### config.mk
export PLATFORM = sky130hd
export DESIGN_NAME = doubly_linked_list_with_cursor_core
export DESIGN_NICKNAME = d
export VERILOG_FILES = /design/src/dll_pkg.sv /design/src/dll_ram.sv /design/src/doubly_linked_list_with_cursor_core.sv
export SDC_FILE = /design/constraint.sdc
export NUM_CORES = 2
export LEC_CHECK = 0
export ABC_AREA = 1
export ABC_CLOCK_PERIOD_IN_PS = 4700
export BUFFER_PORTS_ARGS = -buffer_cell sky130_fd_sc_hd__buf_2
export CAP_MARGIN = 15
export CELL_PAD_IN_SITES_DETAIL_PLACEMENT = 1
export CELL_PAD_IN_SITES_GLOBAL_PLACEMENT = 2
export CORE_AREA = 4 4 578 580
export DETAILED_ROUTE_END_ITERATION = 10
export DIE_AREA = 0 0 582 584
export GPL_ROUTABILITY_DRIVEN = 0
export HOLD_SLACK_MARGIN = 0.1
export PLACE_DENSITY_LB_ADDON = 0.1
export SLEW_MARGIN = 0
export SYNTH_ARGS = -nofsm -noshare
export SYNTH_HDL_FRONTEND = slang
export SYNTH_SLANG_ARGS = --single-unit
export TNS_END_PERCENT = 5
### constraint.sdc
create_clock -name clk -period 4.7 [get_ports clk]
set_input_delay 1.175 -clock clk [delete_from_list [all_inputs] [get_ports clk]]
set_output_delay 1.175 -clock clk [all_outputs]
set_load 0.03 [all_outputs]
### src/dll_pkg.sv
// Package for the doubly linked list with cursor: operation codes, status codes,
// sequencer states and default sizes. No dependencies.
package dll_pkg;

    localparam int NODES_DEF      = 64;
    localparam int DATA_WIDTH_DEF = 32;
    localparam int VALUE_W        = 32;
    localparam int OP_W           = 5;
    localparam int STATUS_W       = 2;

    typedef enum logic [OP_W-1:0] {
        OP_CLEAR      = 5'd0,
        OP_INS_HEAD   = 5'd1,
        OP_INS_TAIL   = 5'd2,
        OP_CUR_HEAD   = 5'd3,
        OP_CUR_TAIL   = 5'd4,
        OP_RD_HEAD    = 5'd5,
        OP_RD_TAIL    = 5'd6,
        OP_DEL_HEAD   = 5'd7,
        OP_DEL_TAIL   = 5'd8,
        OP_DEL_AFTER  = 5'd9,
        OP_DEL_BEFORE = 5'd10,
        OP_INS_AFTER  = 5'd11,
        OP_INS_BEFORE = 5'd12,
        OP_RD_CUR     = 5'd13,
        OP_WR_CUR     = 5'd14,
        OP_NEXT       = 5'd15,
        OP_PREV       = 5'd16
    } op_t;

    typedef enum logic [STATUS_W-1:0] {
        ST_OK        = 2'd0,
        ST_EMPTY     = 2'd1,
        ST_NO_CURSOR = 2'd2,
        ST_FULL      = 2'd3
    } status_t;

    typedef enum logic [2:0] {
        S_IDLE,
        S_RD1,
        S_RD2,
        S_WR1,
        S_WR2
    } state_t;

endpackage

### src/dll_ram.sv
// Simple dual-port RAM for the list: one write port, one read port with
// registered read data. No dependencies.
module dll_ram #(
    parameter int DEPTH = 64,
    parameter int WIDTH = 32
) (
    input  logic                     clk,
    input  logic                     we,
    input  logic [$clog2(DEPTH)-1:0] waddr,
    input  logic [WIDTH-1:0]         wdata,
    input  logic [$clog2(DEPTH)-1:0] raddr,
    output logic [WIDTH-1:0]         rdata
);

    logic [WIDTH-1:0] mem [DEPTH];

    always_ff @(posedge clk)
    begin
        if (we)
        begin
            mem[waddr] <= wdata;
        end
    end

    always_ff @(posedge clk)
    begin
        rdata <= mem[raddr];
    end

endmodule

### src/doubly_linked_list_with_cursor_core.sv
// Top level of the doubly linked list with cursor: sequencer, list pointers and
// the three node memories. Depends on dll_pkg and dll_ram.
//
// Usage:
//   Input channel (in_valid/in_ready) carries one item: an operation code and a
//   data word. Output channel (out_valid/out_ready) returns exactly one result
//   item per input item: read word, status, cursor flag and empty flag.
//   An accepted item steps through RD1, RD2, WR1 and WR2; its result is loaded
//   into the output register at the commit in WR2. Each item runs two read
//   rounds on the link memories (a link read may depend on the one before it)
//   and two write rounds, since each memory has a single write port and an
//   item can rewrite up to two entries of the same link memory.
//   The next item is accepted in the cycle its predecessor's result is loaded
//   into the output register, so one result may wait while the next item runs.
//   When the receiver stalls, the finished item holds in its last step until
//   the output register frees up, and no new item is accepted meanwhile.
//   Reset empties the list, drops the cursor and marks the whole pool unused;
//   node memories need no clearing pass, since an entry is always written
//   before it is read.
module doubly_linked_list_with_cursor_core #(
    parameter int NODES      = dll_pkg::NODES_DEF,
    parameter int DATA_WIDTH = dll_pkg::DATA_WIDTH_DEF
) (
    input  logic                                clk,
    input  logic                                rst_n,
    input  logic                                in_valid,
    output logic                                in_ready,
    input  logic [dll_pkg::OP_W-1:0]            op,
    input  logic signed [dll_pkg::VALUE_W-1:0]  value,
    output logic                                out_valid,
    input  logic                                out_ready,
    output logic signed [dll_pkg::VALUE_W-1:0]  read_value,
    output logic [dll_pkg::STATUS_W-1:0]        status,
    output logic                                cursor_valid,
    output logic                                list_empty
);

    import dll_pkg::*;

    // Node pointers carry one extra code: NODES stands for null.
    localparam int IDX_W = $clog2(NODES);
    localparam int PTR_W = $clog2(NODES + 1);
    localparam logic [PTR_W-1:0] NIL = PTR_W'(NODES);

    // Sequencer and list registers
    state_t                 state_reg, state_next;
    op_t                    op_reg;
    logic [DATA_WIDTH-1:0]  value_reg;
    logic [PTR_W-1:0]       head_reg, head_next;
    logic [PTR_W-1:0]       tail_reg, tail_next;
    logic [PTR_W-1:0]       cur_reg, cur_next;
    logic [PTR_W-1:0]       free_reg, free_next;
    logic [PTR_W-1:0]       fresh_reg, fresh_next;

    // Links and data captured from the read rounds
    logic [PTR_W-1:0]       nx1_reg, pv1_reg, nx2_reg, pv2_reg;
    logic [DATA_WIDTH-1:0]  val_reg;

    // Output register
    logic                   out_valid_reg;
    logic [VALUE_W-1:0]     read_value_reg, read_value_next;
    status_t                status_reg, status_next;
    logic                   cursor_valid_reg, list_empty_reg;

    // Memory ports
    logic                   nx_we, pv_we, val_we;
    logic [PTR_W-1:0]       nx_waddr, pv_waddr, val_waddr;
    logic [PTR_W-1:0]       nx_wdata, pv_wdata;
    logic [PTR_W-1:0]       nx_raddr, pv_raddr, val_raddr;
    logic [PTR_W-1:0]       nx_q, pv_q;
    logic [DATA_WIDTH-1:0]  val_q;

    // Derived conditions
    logic                   slot_free, commit, accept;
    logic                   full, has_head, has_cur, single;
    logic                   ins_ok, del_after_ok, del_before_ok;
    logic [PTR_W-1:0]       new_node;

    assign slot_free = !out_valid_reg || out_ready;
    assign commit    = (state_reg == S_WR2) && slot_free;
    assign in_ready  = (state_reg == S_IDLE) || commit;
    assign accept    = in_valid && in_ready;

    // Take a node from the free chain first, then from the unused part of the pool.
    assign full     = (free_reg == NIL) && (fresh_reg == NIL);
    assign new_node = (free_reg != NIL) ? free_reg : fresh_reg;
    assign has_head = (head_reg != NIL);
    assign has_cur  = (cur_reg != NIL);
    assign single   = (head_reg == tail_reg);

    // Insert at head or tail needs a free node; inserts at the cursor also need the cursor.
    assign ins_ok        = !full && (has_cur || op_reg == OP_INS_HEAD || op_reg == OP_INS_TAIL);
    assign del_after_ok  = has_cur && (nx1_reg != NIL);
    assign del_before_ok = has_cur && (pv1_reg != NIL);

    //--------------------------------------------------------------------------
    // Node memories
    //--------------------------------------------------------------------------
    dll_ram #(.DEPTH(NODES), .WIDTH(PTR_W)) u_next_ram (
        .clk   (clk),
        .we    (nx_we),
        .waddr (nx_waddr[IDX_W-1:0]),
        .wdata (nx_wdata),
        .raddr (nx_raddr[IDX_W-1:0]),
        .rdata (nx_q)
    );

    dll_ram #(.DEPTH(NODES), .WIDTH(PTR_W)) u_prev_ram (
        .clk   (clk),
        .we    (pv_we),
        .waddr (pv_waddr[IDX_W-1:0]),
        .wdata (pv_wdata),
        .raddr (pv_raddr[IDX_W-1:0]),
        .rdata (pv_q)
    );

    dll_ram #(.DEPTH(NODES), .WIDTH(DATA_WIDTH)) u_value_ram (
        .clk   (clk),
        .we    (val_we),
        .waddr (val_waddr[IDX_W-1:0]),
        .wdata (value_reg),
        .raddr (val_raddr[IDX_W-1:0]),
        .rdata (val_q)
    );

    //--------------------------------------------------------------------------
    // Sequencer: IDLE -> RD1 -> RD2 -> WR1 -> WR2 (commit) -> RD1 or IDLE
    //--------------------------------------------------------------------------
    always_ff @(posedge clk or negedge rst_n)
    begin
        if (!rst_n)
        begin
            state_reg <= S_IDLE;
        end
        else
        begin
            state_reg <= state_next;
        end
    end

    always_comb
    begin
        state_next = state_reg;
        unique case (state_reg)
            S_IDLE:
            begin
                if (in_valid)
                begin
                    state_next = S_RD1;
                end
            end
            S_RD1: state_next = S_RD2;
            S_RD2: state_next = S_WR1;
            S_WR1: state_next = S_WR2;
            S_WR2:
            begin
                // Hold here while the previous result is still waiting.
                if (slot_free)
                begin
                    state_next = in_valid ? S_RD1 : S_IDLE;
                end
            end
            default: state_next = S_IDLE;
        endcase
    end

    //--------------------------------------------------------------------------
    // Read addresses. The first round reads links of the list registers; the
    // second round follows a link read in the first (nx_q/pv_q hold it now).
    //--------------------------------------------------------------------------
    always_comb
    begin
        nx_raddr  = cur_reg;
        pv_raddr  = cur_reg;
        val_raddr = cur_reg;
        if (state_reg == S_RD1)
        begin
            unique case (op_reg)
                OP_INS_HEAD, OP_INS_TAIL, OP_INS_AFTER, OP_INS_BEFORE: nx_raddr = free_reg;
                OP_DEL_HEAD: nx_raddr = head_reg;
                OP_DEL_TAIL: pv_raddr = tail_reg;
                OP_RD_HEAD:  val_raddr = head_reg;
                OP_RD_TAIL:  val_raddr = tail_reg;
                default:     nx_raddr = cur_reg;
            endcase
        end
        else if (state_reg == S_RD2)
        begin
            unique case (op_reg)
                OP_DEL_AFTER:  nx_raddr = nx_q;
                OP_DEL_BEFORE: pv_raddr = pv_q;
                default:       nx_raddr = cur_reg;
            endcase
        end
    end

    // Capture read rounds; latch the item on accept.
    always_ff @(posedge clk)
    begin
        if (accept)
        begin
            op_reg    <= op_t'(op);
            value_reg <= DATA_WIDTH'(value);
        end
        if (state_reg == S_RD2)
        begin
            nx1_reg <= nx_q;
            pv1_reg <= pv_q;
            val_reg <= val_q;
        end
        if (state_reg == S_WR1)
        begin
            nx2_reg <= nx_q;
            pv2_reg <= pv_q;
        end
    end

    //--------------------------------------------------------------------------
    // Write rounds. Each memory takes at most one write per round. Reads of the
    // next item start only after the last write round, so no forwarding is needed.
    //--------------------------------------------------------------------------
    always_comb
    begin
        nx_we     = 1'b0;
        pv_we     = 1'b0;
        val_we    = 1'b0;
        nx_waddr  = new_node;
        pv_waddr  = new_node;
        val_waddr = new_node;
        nx_wdata  = NIL;
        pv_wdata  = NIL;
        if (state_reg == S_WR1)
        begin
            unique case (op_reg)
                OP_INS_HEAD:
                begin
                    val_we   = ins_ok;
                    nx_we    = ins_ok;
                    nx_wdata = head_reg;
                    pv_we    = ins_ok;
                end
                OP_INS_TAIL:
                begin
                    val_we   = ins_ok;
                    nx_we    = ins_ok;
                    pv_we    = ins_ok;
                    pv_wdata = tail_reg;
                end
                OP_DEL_HEAD:
                begin
                    pv_we    = has_head && !single;
                    pv_waddr = nx1_reg;
                end
                OP_DEL_TAIL:
                begin
                    nx_we    = has_head && !single;
                    nx_waddr = pv1_reg;
                end
                OP_DEL_AFTER:
                begin
                    nx_we    = del_after_ok;
                    nx_waddr = cur_reg;
                    nx_wdata = nx_q;
                end
                OP_DEL_BEFORE:
                begin
                    pv_we    = del_before_ok;
                    pv_waddr = cur_reg;
                    pv_wdata = pv_q;
                    // Push the dropped node onto the free chain.
                    nx_we    = del_before_ok;
                    nx_waddr = pv1_reg;
                    nx_wdata = free_reg;
                end
                OP_INS_AFTER:
                begin
                    val_we   = ins_ok;
                    nx_we    = ins_ok;
                    nx_wdata = nx_q;
                    pv_we    = ins_ok;
                    pv_wdata = cur_reg;
                end
                OP_INS_BEFORE:
                begin
                    val_we   = ins_ok;
                    pv_we    = ins_ok;
                    pv_wdata = pv1_reg;
                    nx_we    = ins_ok;
                    nx_wdata = cur_reg;
                end
                OP_WR_CUR:
                begin
                    val_we    = has_cur;
                    val_waddr = cur_reg;
                end
                default:
                begin
                    val_we = 1'b0;
                end
            endcase
        end
        else if (state_reg == S_WR2)
        begin
            unique case (op_reg)
                OP_INS_HEAD:
                begin
                    pv_we    = ins_ok && has_head;
                    pv_waddr = head_reg;
                    pv_wdata = new_node;
                end
                OP_INS_TAIL:
                begin
                    nx_we    = ins_ok && has_head;
                    nx_waddr = tail_reg;
                    nx_wdata = new_node;
                end
                OP_DEL_HEAD:
                begin
                    nx_we    = has_head;
                    nx_waddr = head_reg;
                    nx_wdata = free_reg;
                end
                OP_DEL_TAIL:
                begin
                    nx_we    = has_head;
                    nx_waddr = tail_reg;
                    nx_wdata = free_reg;
                end
                OP_DEL_AFTER:
                begin
                    nx_we    = del_after_ok;
                    nx_waddr = nx1_reg;
                    nx_wdata = free_reg;
                    pv_we    = del_after_ok && (nx1_reg != tail_reg);
                    pv_waddr = nx2_reg;
                    pv_wdata = cur_reg;
                end
                OP_DEL_BEFORE:
                begin
                    nx_we    = del_before_ok && (pv1_reg != head_reg);
                    nx_waddr = pv2_reg;
                    nx_wdata = cur_reg;
                end
                OP_INS_AFTER:
                begin
                    nx_we    = ins_ok;
                    nx_waddr = cur_reg;
                    nx_wdata = new_node;
                    pv_we    = ins_ok && (cur_reg != tail_reg);
                    pv_waddr = nx2_reg;
                    pv_wdata = new_node;
                end
                OP_INS_BEFORE:
                begin
                    pv_we    = ins_ok;
                    pv_waddr = cur_reg;
                    pv_wdata = new_node;
                    nx_we    = ins_ok && (cur_reg != head_reg);
                    nx_waddr = pv1_reg;
                    nx_wdata = new_node;
                end
                default:
                begin
                    nx_we = 1'b0;
                end
            endcase
        end
    end

    //--------------------------------------------------------------------------
    // Commit: list registers and result, taken when the item finishes.
    //--------------------------------------------------------------------------
    always_comb
    begin
        head_next       = head_reg;
        tail_next       = tail_reg;
        cur_next        = cur_reg;
        free_next       = free_reg;
        fresh_next      = fresh_reg;
        status_next     = ST_OK;
        read_value_next = '0;

        // Every successful insert consumes the node it was handed.
        if (ins_ok && (op_reg == OP_INS_HEAD || op_reg == OP_INS_TAIL ||
                       op_reg == OP_INS_AFTER || op_reg == OP_INS_BEFORE))
        begin
            if (free_reg != NIL)
            begin
                free_next = nx1_reg;
            end
            else
            begin
                fresh_next = fresh_reg + PTR_W'(1);
            end
        end

        unique case (op_reg)
            OP_CLEAR:
            begin
                head_next  = NIL;
                tail_next  = NIL;
                cur_next   = NIL;
                free_next  = NIL;
                fresh_next = '0;
            end
            OP_INS_HEAD:
            begin
                if (full)
                begin
                    status_next = ST_FULL;
                end
                else
                begin
                    head_next = new_node;
                    if (!has_head)
                    begin
                        tail_next = new_node;
                    end
                end
            end
            OP_INS_TAIL:
            begin
                if (full)
                begin
                    status_next = ST_FULL;
                end
                else
                begin
                    tail_next = new_node;
                    if (!has_head)
                    begin
                        head_next = new_node;
                    end
                end
            end
            OP_CUR_HEAD: cur_next = head_reg;
            OP_CUR_TAIL: cur_next = tail_reg;
            OP_RD_HEAD, OP_RD_TAIL:
            begin
                if (has_head)
                begin
                    read_value_next = VALUE_W'($signed(val_reg));
                end
                else
                begin
                    status_next = ST_EMPTY;
                end
            end
            OP_DEL_HEAD:
            begin
                if (has_head)
                begin
                    if (cur_reg == head_reg)
                    begin
                        cur_next = NIL;
                    end
                    if (single)
                    begin
                        head_next = NIL;
                        tail_next = NIL;
                    end
                    else
                    begin
                        head_next = nx1_reg;
                    end
                    free_next = head_reg;
                end
            end
            OP_DEL_TAIL:
            begin
                if (has_head)
                begin
                    if (cur_reg == tail_reg)
                    begin
                        cur_next = NIL;
                    end
                    if (single)
                    begin
                        head_next = NIL;
                        tail_next = NIL;
                    end
                    else
                    begin
                        tail_next = pv1_reg;
                    end
                    free_next = tail_reg;
                end
            end
            OP_DEL_AFTER:
            begin
                if (del_after_ok)
                begin
                    if (nx1_reg == tail_reg)
                    begin
                        tail_next = cur_reg;
                    end
                    free_next = nx1_reg;
                end
            end
            OP_DEL_BEFORE:
            begin
                if (del_before_ok)
                begin
                    if (pv1_reg == head_reg)
                    begin
                        head_next = cur_reg;
                    end
                    free_next = pv1_reg;
                end
            end
            OP_INS_AFTER:
            begin
                if (has_cur && full)
                begin
                    status_next = ST_FULL;
                end
                else if (ins_ok && cur_reg == tail_reg)
                begin
                    tail_next = new_node;
                end
            end
            OP_INS_BEFORE:
            begin
                if (has_cur && full)
                begin
                    status_next = ST_FULL;
                end
                else if (ins_ok && cur_reg == head_reg)
                begin
                    head_next = new_node;
                end
            end
            OP_RD_CUR:
            begin
                if (has_cur)
                begin
                    read_value_next = VALUE_W'($signed(val_reg));
                end
                else
                begin
                    status_next = ST_NO_CURSOR;
                end
            end
            OP_NEXT:
            begin
                if (has_cur)
                begin
                    cur_next = nx1_reg;
                end
            end
            OP_PREV:
            begin
                if (has_cur)
                begin
                    cur_next = pv1_reg;
                end
            end
            default:
            begin
                status_next = ST_OK;
            end
        endcase
    end

    always_ff @(posedge clk or negedge rst_n)
    begin
        if (!rst_n)
        begin
            head_reg      <= NIL;
            tail_reg      <= NIL;
            cur_reg       <= NIL;
            free_reg      <= NIL;
            fresh_reg     <= '0;
            out_valid_reg <= 1'b0;
        end
        else
        begin
            if (commit)
            begin
                head_reg  <= head_next;
                tail_reg  <= tail_next;
                cur_reg   <= cur_next;
                free_reg  <= free_next;
                fresh_reg <= fresh_next;
            end
            // Load on commit, drop once the receiver takes it.
            if (commit)
            begin
                out_valid_reg <= 1'b1;
            end
            else if (out_ready)
            begin
                out_valid_reg <= 1'b0;
            end
        end
    end

    always_ff @(posedge clk)
    begin
        if (commit)
        begin
            read_value_reg   <= read_value_next;
            status_reg       <= status_next;
            cursor_valid_reg <= (cur_next != NIL);
            list_empty_reg   <= (head_next == NIL);
        end
    end

    assign out_valid    = out_valid_reg;
    assign read_value   = $signed(read_value_reg);
    assign status       = status_reg;
    assign cursor_valid = cursor_valid_reg;
    assign list_empty   = list_empty_reg;

`ifndef NO_ASSERTIONS
    // Head and tail are null together.
    a_ends_agree: assert property (@(posedge clk) disable iff (!rst_n)
        (head_reg == NIL) == (tail_reg == NIL))
        else $error("head and tail disagree on an empty list");

    // An empty list never keeps a cursor.
    a_cursor_in_list: assert property (@(posedge clk) disable iff (!rst_n)
        (head_reg == NIL) |-> (cur_reg == NIL))
        else $error("cursor set on an empty list");

    // The unused-pool counter never passes the pool size.
    a_fresh_bound: assert property (@(posedge clk) disable iff (!rst_n)
        fresh_reg <= NIL)
        else $error("fresh node count out of range");

    // A result is loaded only while the output register is free or being taken.
    a_no_overwrite: assert property (@(posedge clk) disable iff (!rst_n)
        (out_valid_reg && !out_ready) |=> (out_valid_reg && $stable(status_reg)))
        else $error("pending result overwritten");
`endif

endmodule

# Yosys cells after proc, flatten, opt, wreduce, memory -nomap -nowiden
# Memory sizes are Yosys's and may differ from the RTL's. A register that Yosys moved wholly into a read port is not among the register bits.
# Cells that the tools add are included.
# word_totals
word_cells	218
ramBits	2944
regBits	170
output_inout_bits	38
in_bits	41
memories	3
# memory_table
name	words	word_bits	read_ports	rd_ports_with_merged_regs	write_ports	line_no	text
u_value_ram.mem	64	32	1	1	1	dll_ram.sv:15	logic [WIDTH-1:0] mem [DEPTH];
u_next_ram.mem	64	7	1	1	1	dll_ram.sv:15	
u_prev_ram.mem	64	7	1	1	1	dll_ram.sv:15	
# classes
eq_ne	51
n_addsub	1
reduce_logical	45
mux	100
# op_table
operator	n
$mux W7	42
$pmux W7 S7	3
$mux W6	14
$mux W32	2
$pmux W32 S2	1
$pmux W7 S4	2
$pmux W6 S2	4
$ne A7 B7 Y1 const B	6
$eq A5 B4 Y1 const B	8
$pmux W6 S6	1
$eq A7 B7 Y1	5
$pmux W7 S5	1
$ne A7 B7 Y1	4
$ne A2 B2 Y1 const B	11
$eq A7 B7 Y1 const B	3
$pmux W7 S3	1
$eq A5 B3 Y1 const B	4
$pmux W6 S3	1
$logic_and A1 B1 Y1	16
$mux W1	15
$pmux W3 S5	1
$pmux W7 S2	1
$reduce_or A2 Y1	7
$reduce_and A12 Y1	1
other kinds (25)	43

# Depth between registers and ports, before layout
# logic_depth
word_depth	10
depth_mapped	19
depth_no_buf	19

# Hierarchy
# Synthesis repeated with hierarchy kept, for this count alone.
# hier_totals
hier_cells	11287
area_unflattened_um2	130308.7
# by_module_without_submodules
mod	cells_per_inst	instances	area_each_um2	seq_area_each_um2
dll_ram at u_value_ram	6769	1	82738.1	62139.6
dll_ram at u_next_ram	1604	1	18586.6	13593.0
dll_ram at u_prev_ram	1590	1	18545.3	13593.0
doubly_linked_list_with_cursor_core	1324	1	10438.8	4914.7

# Worst setup path before layout
# Ideal clock, no wire load.
# synth_path
path_type	input port to flip-flop
start	input out_ready
end	register op_reg[0] (enable)
path_stages	5
setup_slack_ns	-0.377
n_path_buf	1
t_arrival_ns	4.589
required_ns	4.212
setup_time_ns	0.488
path_cell_list	nor2_1 nor2_1 inv_1 clkbuf_1 a21boi_0
# synth_between
elab_chain_len	4
# synth_rtl
element	line_no	text
from (decl)	doubly_linked_list_with_cursor_core.sv:31	input logic out_ready,
$logic_or A1 B1 Y1	doubly_linked_list_with_cursor_core.sv:79	assign slot_free = !out_valid_reg || out_ready;
$logic_and A1 B1 Y1	doubly_linked_list_with_cursor_core.sv:80	assign commit = (state_reg == S_WR2) && slot_free;
$logic_or A1 B1 Y1	doubly_linked_list_with_cursor_core.sv:81	assign in_ready = (state_reg == S_IDLE) || commit;
$logic_and A1 B1 Y1	doubly_linked_list_with_cursor_core.sv:82	assign accept = in_valid && in_ready;
via accept	doubly_linked_list_with_cursor_core.sv:74	logic slot_free, commit, accept;
to (signal assigned)	doubly_linked_list_with_cursor_core.sv:202	op_reg <= op_t'(op);
to (decl)	doubly_linked_list_with_cursor_core.sv:47	op_t op_reg;
# The timed path passes the listed nets, and every way through them passes these cells.
# A chain may end at the register's enable or synchronous reset.

# Worst setup path in the final report
# layout_path
start	register op_reg[2]
end	memory u_next_ram.mem[46][6] (netlist name) (enable)
# layout_between
elab_chain_len	10
word_cells_on_any_way	27
classes_between	eq/ne: 8; mux: 10; reduce/logical: 9
# layout_rtl
element	line_no	text
$eq A5 B1 Y1	doubly_linked_list_with_cursor_core.sv:92, doubly_linked_list_with_cursor_core.sv:234	
$logic_or A1 B1 Y1 (2 in a row)	doubly_linked_list_with_cursor_core.sv:92	assign ins_ok = !full && (has_cur || op_reg == OP_INS_HEAD || op_reg == OP_INS_TAIL);
$logic_and A1 B1 Y1	doubly_linked_list_with_cursor_core.sv:92	
$logic_and A1 B1 Y1 (on tied branches)	doubly_linked_list_with_cursor_core.sv:358, doubly_linked_list_with_cursor_core.sv:313	
$pmux W1 S6	doubly_linked_list_with_cursor_core.sv:304	unique case (op_reg)
$mux W1	doubly_linked_list_with_cursor_core.sv:302	else if (state_reg == S_WR2)
$mux W1	doubly_linked_list_with_cursor_core.sv:232	if (state_reg == S_WR1)
$mux W1	dll_ram.sv:19	if (we)
$mux W1 (not written as such)	dll_ram.sv:21	mem[waddr] <= wdata;
to (decl)	dll_ram.sv:15	
# Several ways; a longest one is shown, not always the timed one.

==> impl_metrics.tcl <==
set metrics [dict create \
    initial_utilization_pct 39.8 \
    total_nets_final 10900 \
    first_pass_grt_wire_length_um 651000 \
    buffer_ports.inserted 78 \
    timing.fmax_mhz 227 \
    worst_slack_ns 0.304 \
    post_synth_mux_area_share_pct 0 \
    post_synth_most_frequent_cells "3,075 x sky130_fd_sc_hd__edfxtp_1, 1,443 x sky130_fd_sc_hd__nand3_1, 1,241 x sky130_fd_sc_hd__nor2_1, 883 x sky130_fd_sc_hd__nand2_1, 880 x sky130_fd_sc_hd__o211ai_1" \
    asr_flop_ratio_synth_pct 1.23 \
    slowest_stage "sky130_fd_sc_hd__nand2_1" \
    cts-htree-levels 5 \
    grt_setup_unrepaired "false" \
    number_of_flops_mapped_to_enable_cells_by_yosys 3075 \
    cp_data_required_time_ns 5.26 \
    layout_min_cycle_time_ns 4.40 \
    syn_nets 10600 \
    final_max_slew_viol_count 0 \
    r2r_cells 13 \
    rows 211 \
    maximum_number_of_pins_on_one_net_before_global_route_repair 174 \
    netlist_area_sq_mm 0.131 \
    die-area_sq_mm 0.340 \
    synthDominantAreaCellType "sky130_fd_sc_hd__edfxtp_1" \
    drt_iter0_drc 8973 \
    yosys.area_share.simple_pct 15.1 \
    maxCapViolations 0 \
    finalHoldViolations 0 \
    fraction_of_post_synthesis_cell_area_in_the_top_cell_type_by_area_pct 70.4 \
    setup_viol_count_final 0 \
    cp_common_cell "sky130_fd_sc_hd__nor2_1" \
    floorplan.die.width_um 582 \
    setup.worst_path.end_class "flop" \
    placed_cells 14900 \
    power_density_mw_per_mm2 662 \
    run_status "complete, no violations" \
    cts_tree "done" \
    synth_cell_types 54 \
    filler_cell_count 33500 \
    postSynthCellCount 10600 \
    timing.critical_path.cells "nor2_1 -> nand3_2 -> inv_2 -> nor2_1 -> inv_2 -> nor2_1 -> nor2_4 -> o21ai_1 -> o211ai_1 -> nand2_1 -> a21oi_1 -> nand2_1 -> nor2_2" \
    numClockSinks 3160 \
    worst_r2r_startpoint "op_reg[2]$_DFFE_PP_" \
    layout_worst_path_cycle_share_pct 93.5 \
    number_of_i_o_pins 79 \
    reg2reg_setup_slack_ns 0.30 \
    worst_path_largest_cell_delay_ns 0.55 \
    p_leak_uw 0.0513 \
    ir_worst_vdd_uv 635 \
    drt_pass1_iterations 5 \
    timing.max_slew.rel_slack_pct 17.4 \
    synth_adder_area_share_pct 0.0191 \
    vias_per_cell 5.71 \
    detailed_place.area_sq_mm 0.140 \
    register_area_sq_mm 0.0942 \
    synth_top_flop_cell "sky130_fd_sc_hd__edfxtp_1" \
    signal_arrival_time_at_the_worst_endpoint_ns 4.96 \
    synth_seq_cells 3160 \
    vias_in_the_first_global_route 91100 \
    synth_xor_area_share_pct 0.160 \
    synth.area.top_cells "sky130_fd_sc_hd__edfxtp_1 70%, sky130_fd_sc_hd__nand3_1 5.5%, sky130_fd_sc_hd__o211ai_1 5.0%, sky130_fd_sc_hd__nor2_1 3.6%, sky130_fd_sc_hd__nand2_1 2.5%" \
    cp_max_fo 13 \
    max-clock-path-buffers 4 \
    route.antenna.remaining_nets 0 \
    final_design_area_no_fill_sq_mm 0.152 \
    die_y_um 584 \
    drive_above_1_share_pct 15.5 \
    detailroute.via_count 88800 \
    design.core.area_sq_mm 0.329 \
    post_cts_setup_buffers 0 \
    crit_path_category "reg2reg" \
    reg_to_reg_end "u_next_ram.mem[46][6]$_DFFE_PP_" \
    yosysWarnings 0 \
    worstSkewPairLatency_ns 0.93 \
    route.final.wire_length_um 449000 \
    antenna_found_initial 22 \
    largest_reg_flops 2048 \
    hold_path_class "in2async" \
    reg_top3 "u_value_ram.mem x2048, u_next_ram.mem x448, u_prev_ram.mem x448" \
    worst-slew-pin-transition_ns 1.24 \
    worst_setup_skew_after_layout_ns 0.0444 \
    worst_setup_hold_path_clk_slew_ns 0.06 \
    avgSynthCellArea_sq_um 12.4 \
    global_route.usage.total_pct 25.8 \
    final.hold.worst_slack_ns 0.290 \
    drc_errors 0 \
    wl_per_cell_um 28.9 \
    synthMostInstantiatedCell "sky130_fd_sc_hd__edfxtp_1" \
    stdcell_count 15500 \
    post-place-ws_ns 0.135 \
    dp.final_hpwl_um 270000 \
    critPathLaunchType "flop" \
    synth_compound_area_share_pct 8.91 \
    regMostFlops "u_value_ram.mem" \
    grt_overflow 0 \
    synth-seq-area-share_pct 71.9 \
    buffer_cell_driving_the_clock_tree_root "sky130_fd_sc_hd__clkbuf_16" \
    area_growth_syn_to_layout_pct 15.6 \
    cts_inserted_buffers 354 \
    multi_input_area_sq_mm 0.0326 \
    synth_top_family_by_area "simple AND/OR/NAND/NOR gates" \
]
==> cell families (layout without fill, tap and decap cells) <==
family / Yosys count / after routing
XOR/XNOR: 24 / 24
AND/OR/NAND/NOR: 4259 / 4259
buffers and inverters: 1333 / 1905
AO/OA/AOI/OAI: 1820 / 1820
flip-flops: 3160 / 3160
other: 0 / 5
adder cells (fa/ha/maj): 2 / 2
==> per-layer routing <==
metal  vias to the layer above  global-route usage, %  part of all wire (%)
li1                      39300                      -                     -
met1                     46200                   38.1                    46
met2                      2706                   40.8                    46
met3                       573                   3.45                   5.8
met4                         2                   5.89                   2.4
met5                         -                      0                0.0029
==> worst max-delay path: cells and delay by family (launching register included) <==
family                 cells  cell delay (ns)
and+or+nand+nor            8             2.40
buffers and inverters      2             0.48
DFF                        1             0.48
AOI/OAI and AO/OA          3             0.66
==> metrics by stage <==
step / setup TNS, ns / total power [uW] / util (%)
6_report: 0 / 100000 / 46.1
5_1_grt: 0 / 106000 / 46.1
4_1_cts: 0 / 101000 / 46.0
3_5_place_dp: 0 / 73900 / 42.7
3_3_place_gp: 0 / 73400 / 42.7
2_1_floorplan: -14.29 / 56800 / -
==> worst max-delay path by stage <==
stage                                      end  slack (ns)  cells past startpoint                 from
2_1_floorplan   u_prev_ram.mem[0][3]$_DFFE_PP_       -0.22                      7  op_reg[2]$_DFFE_PP_
3_3_place_gp   u_next_ram.mem[46][1]$_DFFE_PP_        0.28                     13  op_reg[2]$_DFFE_PP_
3_5_place_dp   u_next_ram.mem[46][1]$_DFFE_PP_        0.14                     13  op_reg[2]$_DFFE_PP_
4_1_cts        u_next_ram.mem[46][6]$_DFFE_PP_        0.11                     13  op_reg[2]$_DFFE_PP_
5_1_grt        u_prev_ram.mem[43][6]$_DFFE_PP_        0.04                     17  op_reg[0]$_DFFE_PP_
6_report       u_next_ram.mem[46][6]$_DFFE_PP_        0.30                     13  op_reg[2]$_DFFE_PP_
==> cells in the final DEF, fill, tap and decap left out, types with 364 or more instances in the layout <==
cell,instances
sky130_fd_sc_hd__or2_2,447
sky130_fd_sc_hd__buf_4,448
sky130_fd_sc_hd__clkbuf_16,364
sky130_fd_sc_hd__inv_1,589
sky130_fd_sc_hd__nor2_1,1161
sky130_fd_sc_hd__o211ai_1,880
sky130_fd_sc_hd__edfxtp_1,3075
sky130_fd_sc_hd__nand3_1,1443
sky130_fd_sc_hd__nand2_1,882
sky130_fd_sc_hd__o21ai_0,618
==> report_power, final <==
group	internal (uW)	total (uW)	switching, uW	leakage [uW]
Clock	15600	27000	11400	0.00543
Sequential	33000	33900	904	0.0284
Combinational	10800	39500	28700	0.0174
Total	59400	100000	41000	0.0513
==> cell type report <==
class                           instances  area share [%]
Antenna cell                            5         0.00825
Clock buffer                          460            6.30
Clock inverter                        188            1.02
Inverter                              625            1.56
Multi-Input combinational cell       6105            21.5
Timing Repair Buffer                  632            3.88
Tap cell                             4366            3.60
Sequential cell                      3160            62.1
==> what timing repair did <==
action / in CTS / in global routing
setup endpoints to repair: 0 / 212
resized for setup: 0 / 15
hold endpoints to repair: 0 / 0
hold buffers: 0 / 0
(Power assumes the default switching activity.)
